--- src/hdl/vfa_pkg.sv ---
// Shared types and constants of the fixed-point 3D vector unit.
package vfa_pkg;

  localparam logic [2:0] CMD_ADD   = 3'd0;
  localparam logic [2:0] CMD_SUB   = 3'd1;
  localparam logic [2:0] CMD_DOT   = 3'd2;
  localparam logic [2:0] CMD_CROSS = 3'd3;
  localparam logic [2:0] CMD_LEN   = 3'd4;
  localparam logic [2:0] CMD_NORM  = 3'd5;
  localparam logic [2:0] CMD_AREA  = 3'd6;

  localparam int SQ_CELLS  = 34;
  localparam int DIV_CELLS = 17;
  localparam int PRE_STAGES = 4;
  localparam int N_STAGES = PRE_STAGES + SQ_CELLS + DIV_CELLS;

  // Square root cell data: radicand shifted out two bits per cell.
  typedef struct packed {
    logic [67:0] rad;
    logic [35:0] rem;
    logic [33:0] root;
  } sq_t;

  // Divider cell data: one divisor shared by three lanes.
  typedef struct packed {
    logic [39:0]       dv;
    logic [2:0][39:0]  rem;
    logic [2:0][16:0]  q;
  } dv_t;

  // Item data that travels beside the arithmetic chains.
  typedef struct packed {
    logic [2:0]        cmd;
    logic [2:0][15:0]  a;
    logic [2:0][39:0]  rv;
    logic [39:0]       sc;
    logic [33:0]       root;
  } side_t;

endpackage

--- src/hdl/vfa_div_cell.sv ---
// One step of the restoring divider: one quotient bit per cell, three lanes.
module vfa_div_cell (
  input  logic         clk,
  input  logic         en,
  input  vfa_pkg::dv_t d_in,
  output vfa_pkg::dv_t d_out
);

  vfa_pkg::dv_t cell_r;
  vfa_pkg::dv_t cell_nxt;

  always_comb begin
    cell_nxt.dv = {1'b0, d_in.dv[39:1]};
    for (int i = 0; i < 3; i++) begin
      if (d_in.rem[i] >= d_in.dv) begin
        cell_nxt.rem[i] = d_in.rem[i] - d_in.dv;
        cell_nxt.q[i]   = {d_in.q[i][15:0], 1'b1};
      end else begin
        cell_nxt.rem[i] = d_in.rem[i];
        cell_nxt.q[i]   = {d_in.q[i][15:0], 1'b0};
      end
    end
  end

  always_ff @(posedge clk) begin
    if (en) begin
      cell_r <= cell_nxt;
    end
  end

  assign d_out = cell_r;

endmodule

--- config.mk ---
export PLATFORM = sky130hd
export DESIGN_NAME = vfa_div_cell
export DESIGN_NICKNAME = d
export VERILOG_FILES = /design/src/hdl/vfa_pkg.sv /design/src/hdl/vfa_div_cell.sv
export SDC_FILE = /design/constraint.sdc
export NUM_CORES = 1
export LEC_CHECK = 0
export ABC_AREA = 1
export BUFFER_PORTS_ARGS = -buffer_cell sky130_fd_sc_hd__buf_2
export CORE_ASPECT_RATIO = 0.75
export CORE_MARGIN = 2
export CORE_UTILIZATION = 50
export CTS_CLUSTER_DIAMETER = 100
export DETAILED_ROUTE_END_ITERATION = 8
export GPL_TIMING_DRIVEN = 0
export PLACE_DENSITY_LB_ADDON = 0.15
export SLEW_MARGIN = 10
export SYNTH_ARGS = -nofsm -noshare
export SYNTH_HDL_FRONTEND = slang
export SYNTH_SLANG_ARGS = --single-unit
--- constraint.sdc ---
create_clock -name clk -period 2.2 [get_ports clk]
set_clock_uncertainty 0.15 [all_clocks]
set_input_delay 0.22 -clock clk [delete_from_list [all_inputs] [get_ports clk]]
set_output_delay 0.22 -clock clk [all_outputs]
set_load 0.1 [all_outputs]
=== Word-level counts from Yosys, hierarchy flattened ===
Index checks and enable logic that the tools add are counted.

* Register bits: 210
* Output and inout bits: 211

* $add $sub $neg: 3
* $lt $le $gt $ge: 3
* Mux-type cells: 6

{| class="wikitable"
|+ Operators with widths
! cell !! number
|-
| 40-bit >= comparator || 3
|-
| 40-bit 2-to-1 mux || 3
|-
| 40-bit subtractor || 3
|-
| 1-bit 2-to-1 mux || 3
|}

=== Depth between registers and ports, before layout ===
* Word-level depth: 2
* Gate-level depth with buffers: 16

=== Worst setup path before layout ===
No wires, ideal clock.

* Kind: input -> register
* Start point: in d_in[131] in the netlist's numbering
* End point: reg cell_r (netlist bit d_out[161]), data pin
* Arrival: 1.800 ns
* Setup slack: -0.005 ns
* Stages on the path: 11
* Buffers on the path: 2
* Cells stage by stage: inv_1 ha_1 fa_1 nor2_1 o21ai_1 nand2_1 nand4_4 nand4_2 buf_6 buf_6 o21ai_1

{| class="wikitable"
|+ RTL lines
! what !! line !! RTL
|-
| start: declaration || vfa_div_cell.sv:5 || <nowiki>input vfa_pkg::dv_t d_in,</nowiki>
|-
| end signal: assignment || vfa_div_cell.sv:27 || <nowiki>cell_r <= cell_nxt;</nowiki>
|-
| end: declaration || vfa_div_cell.sv:9 || <nowiki>vfa_pkg::dv_t cell_r;</nowiki>
|}

==> out/metrics.yaml <==
status: "complete, but fails checks"
violations: "setup timing"
synthSimpleGateAreaFrac_pct: 33.8
ir_worst_vdd_mv: 0.618
power.density_mw_per_mm2: 710
cts_sinks: 210
grt_pass1_wl_um: 106000
cp_common_cell: "nand2_1"
cp.required_ns: 2.36
fin_hold_ws_ns: 0.0156
cp_top_family: "simple AND/OR/NAND/NOR gates"
drcViolationCount: 0
wl_per_cell_um: 19.3
antenna_found_initial: 3
cts_made_buffers: 24
hp-class: "in -> reg"
areaGrowthSynthToFinish_pct: 41.9
synth.distinct_cells: 38
slowest_delay_ns: 0.36
syn_inst: 2630
synth-compound-area-share_pct: 5.80
initial_core_util_pct: 51.1
portBuffers: 419
hold_start: "en"
hold_end: "d_out[33]"
synth_edf_count: 210
syn_nets: 2966
boundaryPins: 424
cts_tree: "built"
synth_mux_area_share_pct: 0
synth_xor_area_share_pct: 3.24
die_area_mm2: 0.0372
synth.top_cell.area_share_pct: 35.4
drive_gt1_share_pct: 22.9
setup_tns_ns: -0.105
avgViaCountPerCell: 5.41
period_share_pct: 101
post-route-util_pct: 72.5
dp_hpwl_um: 54200
relSlewSlack_pct: 48.9
cts.htree.levels: 1
die_y_um: 168
hold_depth: 1
arrival_ns: 2.39
synth_seq_cells: 210
synth.cell_area_mm2: 0.0178
synthArstFlopShare_pct: 0
endpoint_kind: "flip-flop"
n_fill_cell: 2727
period_needed_ns: 2.23
slew_violations: 0
die_x_um: 222
path_max_fanout: 10
setup_ws_ns: -0.0319
vias: 20600
fmax_mhz: 448
rsz0062_at_grt: "yes"
first_iter_violations: 2057
clock-root-buffer: "clkbuf_16"
largest_reg_flops: 210
maxCapViolCount: 0
synthAdderAreaFrac_pct: 8.76
dpl-instance-area_mm2: 0.0205
worstMarginPinSlew_ns: 0.766
final_nets: 3677
p_leak_nw: 13.1
cp-start-kind: "input port"
grt_usage_pct: 36.9
grt_pass1_vias: 19400
first_pass_iters: 7
clkTransAtPathRegs_ns: 0.06
path_buf_inv: 5
antenna_left: 0
syn_area_per_cell_um2: 6.78
cts_buffer_depth: 3
slowest_stage: "ha_1"
setup.worst_path.class: "in -> reg"
setup_viol: 6
fp.coreArea_mm2: 0.0349
ys.flop_type: "edfxtp_1"
yosysSeqAreaShare_pct: 35.4
grt_max_degree: 122
synth.largest_area_cell: "edfxtp_1"
row_count: 59
synth_top_family_by_area: "simple AND/OR/NAND/NOR gates"
finalHoldViolations: 0
synth_warnings: 0
grt_overflow: 0
routed_wl_um: 73700
synth_area_leaders: "edfxtp_1 35%, nand2_1 21%, inv_1 12%"
worstPathCellList: "buf_2 -> inv_1 -> ha_1 -> nand2_1 -> nand2_1 -> nand2_1 -> nand2_1 -> inv_1 -> nand2_1 -> nand2_1 -> nand2_1 -> nand2_2 -> nand4_4 -> buf_8 -> buf_8 -> nand3_1 -> nand2_1"
stdcell_area_mm2: 0.0253
gp_congestion: 1.00
-- metrics by stage --
step / setup WS, ns / cells / total power (W)
after floorplan: 0.00274 / 2630 / 0.0111
after global placement: -1.91 / 3506 / 0.0127
after detailed placement: -0.803 / 3507 / 0.0127
after CTS: -0.00485 / 3770 / 0.0173
after global routing: -0.123 / 3816 / 0.0186
final: -0.0319 / 3816 / 0.0180
-- report_power, final --
| part | switching, W | total [W] | internal (W) |
|---|---|---|---|
| clock | 0.00176 | 0.00419 | 0.00243 |
| sequential | 0.000160 | 0.00517 | 0.00501 |
| combinational | 0.00645 | 0.00861 | 0.00216 |
| total | 0.00837 | 0.0180 | 0.00959 |
-- placed cells by master, fill, tap and decap left out, types with 4 or more instances in the layout --
master,synthesis,layout
nand2_1,986,958
inv_1,548,524
buf_2,15,421
edfxtp_1,210,210
dlygate4sd3_1,0,206
nor2_1,197,181
nand3_1,117,109
a21oi_1,84,74
ha_4,0,65
xor2_1,63,63
o21ai_0,52,52
nand4_1,51,51
buf_4,1,50
ha_1,120,48
o21ai_1,43,43
nand2_2,10,35
clkbuf_16,0,26
clkinvlp_4,0,24
nor2_2,19,21
nand3_2,11,19
nor2_4,2,16
inv_2,10,13
nor3_1,13,13
a21oi_2,3,12
nand3b_1,12,12
buf_12,0,12
buf_8,2,8
clkbuf_4,0,8
o21bai_1,8,8
and2_1,9,7
clkbuf_1,4,7
ha_2,0,7
nand4_4,2,6
a21o_1,6,6
clkbuf_2,0,5
clkinv_1,2,4
-- kinds of logic (layout without fill, tap and decap cells) --
family / after synthesis / count (layout)
and+or+nand+nor: 1442 / 1442
buffers and inverters: 591 / 1318
DFF: 210 / 210
AOI/OAI and AO/OA: 197 / 197
adders and majority gates: 123 / 123
xor gates and xnor gates: 66 / 66
other: 1 / 3
-- per-layer routing --
| metal | vias to the layer above | wire length, um | GRT usage (%) |
|---|---|---|---|
| met5 | - | 7 | 0 |
| met4 | 2 | 3090 | 14.3 |
| met3 | 221 | 6700 | 5.63 |
| met2 | 1166 | 34900 | 62.7 |
| met1 | 9594 | 29000 | 47.6 |
| li1 | 9649 | - | - |
-- final cells by class --
type                            count  area, um^2  area share (%)
Timing Repair Buffer              685        4810            19.0
Multi-Input combinational cell   1829       10400            41.0
Clock inverter                     11         141           0.559
Antenna cell                        2        5.00          0.0198
Buffer                             31         273            1.08
Inverter                          560        2180            8.63
Clock buffer                       31         648            2.56
Sequential cell                   210        6310            24.9
Tap cell                          457         572            2.26
-- worst max-delay path by stage --
stage,to,cells past startpoint,slack [ns],start
2_1_floorplan,d_out[81],11,0.003,d_in[51]
3_3_place_gp,d_out[102],1,-1.91,en
3_5_place_dp,d_out[156],13,-0.80,d_in[202]
4_1_cts,d_out[115],13,-0.005,d_in[179]
5_1_grt,d_out[89],17,-0.12,d_in[184]
6_report,d_out[89],17,-0.03,d_in[184]
-- synthesized netlist by cell type (4+ instances only) --
cell      number
a21o_1         6
a21oi_1       84
and2_1         9
buf_2         15
buf_6          7
clkbuf_1       4
edfxtp_1     210
ha_1         120
inv_1        548
inv_2         10
nand2_1      986
nand2_2       10
nand3_1      117
nand3_2       11
nand3b_1      12
nand4_1       51
nand4_2        4
nor2_1       197
nor2_2        19
nor3_1        13
o21ai_0       52
o21ai_1       43
o21bai_1       8
xor2_1        63
-- timing repair --
action,in CTS,in global routing
buffers inserted,15,43
endpoints found under the setup margin,112,121
pin swaps,8,30
endpoints found under the hold margin,206,0
hold buffers,206,0
gates resized for setup,51,177
cloned,0,1
No activity file was read; power rests on OpenSTA's default activity.
