**config.mk**
```make
export PLATFORM = sky130hd
export DESIGN_NAME = vfa_sqrt_cell
export DESIGN_NICKNAME = d
export VERILOG_FILES = /design/src/hdl/vfa_pkg.sv /design/src/hdl/vfa_sqrt_cell.sv
export SDC_FILE = /design/constraint.sdc
export NUM_CORES = 1
export LEC_CHECK = 0
export ABC_AREA = 1
export BUFFER_PORTS_ARGS = -buffer_cell sky130_fd_sc_hd__buf_2
export CAP_MARGIN = 25
export CORE_UTILIZATION = 55
export CTS_CLUSTER_DIAMETER = 40
export DETAILED_ROUTE_END_ITERATION = 10
export GPL_TIMING_DRIVEN = 0
export PLACE_DENSITY_LB_ADDON = 0.1
export SETUP_SLACK_MARGIN = 0.4
export SLEW_MARGIN = 20
export SYNTH_ARGS = -nofsm -noshare
export SYNTH_HDL_FRONTEND = slang
export SYNTH_SLANG_ARGS = --single-unit
```
**constraint.sdc**
```tcl
create_clock -name clk -period 4.2 [get_ports clk]
set_clock_uncertainty 0.2 [all_clocks]
set_input_delay 0.21 -clock clk [delete_from_list [all_inputs] [get_ports clk]]
set_output_delay 0.21 -clock clk [all_outputs]
set_load 0.1 [all_outputs]
```
**src/hdl/vfa_pkg.sv**
```systemverilog
// Shared types and constants of the fixed-point 3D vector unit.
package vfa_pkg;

  localparam logic [2:0] CMD_ADD   = 3'd0;
  localparam logic [2:0] CMD_SUB   = 3'd1;
  localparam logic [2:0] CMD_DOT   = 3'd2;
  localparam logic [2:0] CMD_CROSS = 3'd3;
  localparam logic [2:0] CMD_LEN   = 3'd4;
  localparam logic [2:0] CMD_NORM  = 3'd5;
  localparam logic [2:0] CMD_AREA  = 3'd6;

  localparam int SQ_CELLS  = 34;
  localparam int DIV_CELLS = 17;
  localparam int PRE_STAGES = 4;
  localparam int N_STAGES = PRE_STAGES + SQ_CELLS + DIV_CELLS;

  // Square root cell data: radicand shifted out two bits per cell.
  typedef struct packed {
    logic [67:0] rad;
    logic [35:0] rem;
    logic [33:0] root;
  } sq_t;

  // Divider cell data: one divisor shared by three lanes.
  typedef struct packed {
    logic [39:0]       dv;
    logic [2:0][39:0]  rem;
    logic [2:0][16:0]  q;
  } dv_t;

  // Item data that travels beside the arithmetic chains.
  typedef struct packed {
    logic [2:0]        cmd;
    logic [2:0][15:0]  a;
    logic [2:0][39:0]  rv;
    logic [39:0]       sc;
    logic [33:0]       root;
  } side_t;

endpackage

```
**src/hdl/vfa_sqrt_cell.sv**
```systemverilog
// One step of the restoring square root: one root bit per cell.
module vfa_sqrt_cell (
  input  logic         clk,
  input  logic         en,
  input  vfa_pkg::sq_t d_in,
  output vfa_pkg::sq_t d_out
);

  vfa_pkg::sq_t cell_r;
  vfa_pkg::sq_t cell_nxt;
  logic [37:0]  rem_sh;
  logic [37:0]  trial;
  logic [37:0]  diff;
  logic         ge;

  always_comb begin
    rem_sh = {d_in.rem, d_in.rad[67:66]};
    trial  = {2'b00, d_in.root, 2'b01};
    ge     = (rem_sh >= trial);
    diff   = rem_sh - trial;
    cell_nxt.rad  = {d_in.rad[65:0], 2'b00};
    cell_nxt.rem  = ge ? diff[35:0] : rem_sh[35:0];
    cell_nxt.root = {d_in.root[32:0], ge};
  end

  always_ff @(posedge clk) begin
    if (en) begin
      cell_r <= cell_nxt;
    end
  end

  assign d_out = cell_r;

endmodule

```
Word level (Yosys, flattened, before mapping)
Index checks and enable logic that the tools add are counted.

storage, ports and cells
  register bits = 136
  bits of input ports = 140
  output and inout port bits = 138
  word-level logic and storage cells = 6

operators by class
  add/sub/neg operators = 1
  order comparisons = 1
  mux-type cells = 1

operator list
  kind                            number
  >= comparator 38 x 36 -> 1 bit  1
  two-way mux 36 bit              1
  subtractor 36 bit               1

Logic depth before layout (Yosys ltp)
  depth in word-level cells = 2
  gate-level depth with buffers = 16
  gate-level depth less buffers = 15

Least setup slack after synthesis
No wires, ideal clock.

  path type = input -> register
  start = input port d_in[27] (netlist name)
  end = register cell_r (netlist bit d_out[51]) (data pin)
  library setup time = 0.252 ns
  arrival time = 1.607 ns
  required time = 3.748 ns
  slack = 2.141 ns
  stages on the path = 11
  path buffers = 2
  cells stage by stage = inv_1 -> ha_1 -> a21oi_1 -> and2_1 -> nand2_1 -> a21oi_1 -> nand4_2 -> buf_6 -> buf_12 -> nand2_2 -> nand2_1

RTL lines
  what                  line                 text
  start, declared       vfa_sqrt_cell.sv:5   input vfa_pkg::sq_t d_in,
  end signal, assigned  vfa_sqrt_cell.sv:28  cell_r <= cell_nxt;
  end, declared         vfa_sqrt_cell.sv:9   vfa_pkg::sq_t cell_r;

==> metrics.md <==
| Metric | Value |
|---|---|
| Num rows | between 40 and 50 |
| RSZ-0062 raised after global routing | no |
| Hold Vio Cnt, Final | 0 |
| Cell Count, Final, Fillers Out | about 1,500 |
| Clock Power Share | 31.2% |
| Total number of vias | 7,362 |
| Slew margin rel. | between 60% and 70% |
| Met2 Usage GRT | about 63% |
| Worst-Margin Slew | 0.592 ns |
| # IOs | about 280 |
| First-pass GRT wire length | 37,800 um |
| Placed inst area | ~0.0094 mm^2 |
| Met1 Usage GRT | about two fifths |
| Post-synthesis xor/xnor area fraction | under 10% |
| Area of the core | 0.0138 mm^2 |
| Htree depth | 4 |
| Max IR drop VDD | roughly 0.29 mV |
| Synth Register Bits | 136 |
| Complex-gate fraction of the synthesized area | approximately 3% |
| PortBufs | between 200 and 300 |
| Run status | finished, final reports clean |
| DR iter-0 viols | between 500 and 600 |
| Critical path origin | d_in[19] |
| Sequential share of the synthesized area | a little over half |
| Post-Syn Area per Cell | roughly 9.4 um^2 |
| Switch Pwr | ~0.0021 W |
| Util after Layout | a little over 80% |
| DP HPWL | 16,500 um |
| Final instance area | 0.0114 mm^2 |
| DRC viols | 0 |
| Largest net degree at the start of global routing | 88 |
| WS Path Type | in -> reg |
| Number of global-route vias before repair | between 7,000 and 8,000 |
| Main combinational cell family by area after synthesis | simple AND/OR/NAND/NOR gates |
| Max Fclk | about 0.37 GHz |
| Yosys cell types | 33 |
| M3 GR Usage | 8.27% |
| Die width | ~120 um |
| Synth Flop Type | edfxtp_1 |
| Slowest-stage cell, CP | dlygate4sd3_1 |
| Worst hold start | en |
| Comb pwr share | a little over a third |
| Drt pass-1 iters | 5 |
| Crit-path max FO | 10 |
| Final setup viols | 0 |
| Int Power | ~0.0031 W |
| Bufs on Longest Clock Path | 2 |
| GRT busiest layer | met2 |
| Simple-gate share of the synthesized area | 28.0% |
| Worst Hold Endpoint | d_out[58] |
| TritonCTS buffer count | 17 |
| Startpoint types | primary input |
| # Post-CTS Setup Buffers | 0 |
| Area grow syn2layout | 46.3% |
| Inst Count DP | approximately 1,300 |
| Clock-pin slew on the worst setup and hold paths | about 0.060 ns |
| Lkg Pwr | between 5 and 6 nW |
| WP data required | approximately 4.2 ns |
| Crit path time final | approximately 2.7 ns |
| Hold depth | 1 |
| Final Wtd Congestion | around 0.96 |
| HP Class | in -> reg |
| Post-Syn Area | around 0.0078 mm^2 |
| Total GRT Usage | between 30% and 40% |
| Synth async-reset ratio | 0% |
| Crit path cell chain | dlygate4sd3_1, buf_2, inv_1, ha_1, a21oi_1, nand2_1, a21oi_2, nand2_1, nand2_1, nand4_2, buf_6, buf_12, nand2_2, nand2_1 |
| Post-Synth Adder-Cell Area | between 5 and 6% |
| GR Overflow Total | 0 |
| Initial antenna violation count | 2 |
| Pwr Density | around 450 mW/mm^2 |
| Setup crit end kind | register |
| Post-synthesis mux area share | 0% |
| TritonCTS Sinks | ~140 |
| Share of layout cells above drive strength 1 | a little under a third |
| Starting density of the core | 56.3% |
| Mapped Cells | 831 |
| Synth warn | 0 |
| Fin nets | 1,437 |
| Max_cap viols | 0 |
| Chip Height | between 100 and 150 um |
| Vias per Instance | 5.06 |
| Clk root buf | clkbuf_16 |
| CP arrival | around 2.7 ns |
| Final WL | between 20,000 and 30,000 um |
| CP most frequent cell | nand2_1 |
| Net Sw Frac | approximately 41% |
| Largest register FFs | ~140 |
| Final-report max-slew violation count | 0 |
| Final cycle utilization of the critical path | between 60 and 70% |
| Reg power frac | 32.9% |
| Routed Antenna Nets | 0 |
| CTS tree | yes |
| Number of synthesized flops with an enable pin | about 140 |
| Drt wl/cell | about 17 um |
| DIE AREA | 0.0146 mm^2 |
| Max stage delay on crit path | 0.54 ns |
| Setup TNS Final | 0 ns |
-- Yosys cell counts (10+ instances only) --
| cell | n | share of area, % |
|---|---|---|
| nand2_1 | 248 | 12 |
| xor2_1 | 17 | 1.9 |
| nand3_2 | 31 | 4.0 |
| nor2_1 | 47 | 2.3 |
| ha_1 | 36 | 5.8 |
| a21oi_1 | 25 | 1.6 |
| nand2_2 | 35 | 2.8 |
| edfxtp_1 | 136 | 52 |
| nor2_2 | 10 | 0.80 |
| inv_1 | 129 | 6.2 |
| nand3_1 | 48 | 3.1 |
-- logic make-up (layout without fill, tap and decap cells) --
family	Yosys count	count (layout)
xor gates and xnor gates	18	18
buffers and inverters	147	588
adders and majority gates	36	36
other	1	3
AOI/OAI and AO/OA	41	41
and+or+nand+nor	452	452
DFF	136	136
-- power groups by stage --
stage,Clock [W],Sequential [W],Combinational [W]
floorplan,0,0.00269,0.000412
global placement,0,0.00171,0.00170
detailed placement,0,0.00172,0.00172
CTS,0.00161,0.00169,0.00183
global route,0.00167,0.00170,0.00193
finish,0.00161,0.00170,0.00185
-- final cells by class --
cell class | instances | area [um^2]
antenna | 1 | 2.50
buffer | 14 | 176
clock buffer | 18 | 429
clock inverter | 13 | 196
fill | 868 | 2430
inverter | 133 | 499
multi-input combinational | 549 | 3030
sequential | 136 | 4080
tap | 180 | 225
timing repair buffer | 410 | 2750
-- worst max-delay path, delay by kind of cell --
kind,cells,cell delay [ns]
buf+inv,5,1.04
compound gates,2,0.54
simple gates,6,0.53
fa+ha+maj,1,0.35
-- worst max path at each step --
stage | end | slack (ns) | cells past startpoint
after CTS | d_out[36] | 1.55 | 17
after floorplan | d_out[51] | 2.14 | 11
final | d_out[37] | 1.50 | 14
after global placement | d_out[125] | 1.21 | 1
after detailed placement | d_out[38] | 1.69 | 13
after global routing | d_out[68] | 1.39 | 14
-- cell usage in the layout, fill, tap and decap left out, drive strengths merged --
cell type,netlist,layout
a21o,1,1
a21oi,26,26
and2,3,3
and3,1,1
buf,14,290
bufinv,0,4
clkbuf,0,18
clkinv,2,8
clkinvlp,0,1
conb,1,2
diode,0,1
dlygate4sd3,0,134
edfxtp,136,136
ha,36,36
inv,131,133
nand2,284,284
nand3,79,79
nand3b,9,9
nand4,7,7
nor2,61,61
nor3,8,8
o21ai,5,5
o21bai,9,9
xnor2,1,1
xor2,17,17
-- per-stage QoR --
step	hold slack, ns	setup slack (ns)	power (W)
CTS	0.0303	1.55	0.00513
global placement	0.186	1.21	0.00342
detailed placement	0.188	1.69	0.00344
global route	0.0340	1.39	0.00531
finish	0.0278	1.50	0.00516
floorplan	0.109	2.14	0.00310
-- layer usage --
metal / share of wire, % / up-vias
met5: 0.051 / -
met4: 3.8 / 2
met3: 7.1 / 74
met2: 51 / 327
met1: 38 / 3387
li1: - / 3572
-- timing repair --
action                     in CTS  in global routing
setup endpoints to repair       0                  0
hold buffers                  134                  0
hold endpoints to repair      134                  0
resized for setup               0                  0
No activity file was read; power rests on OpenSTA's default activity.
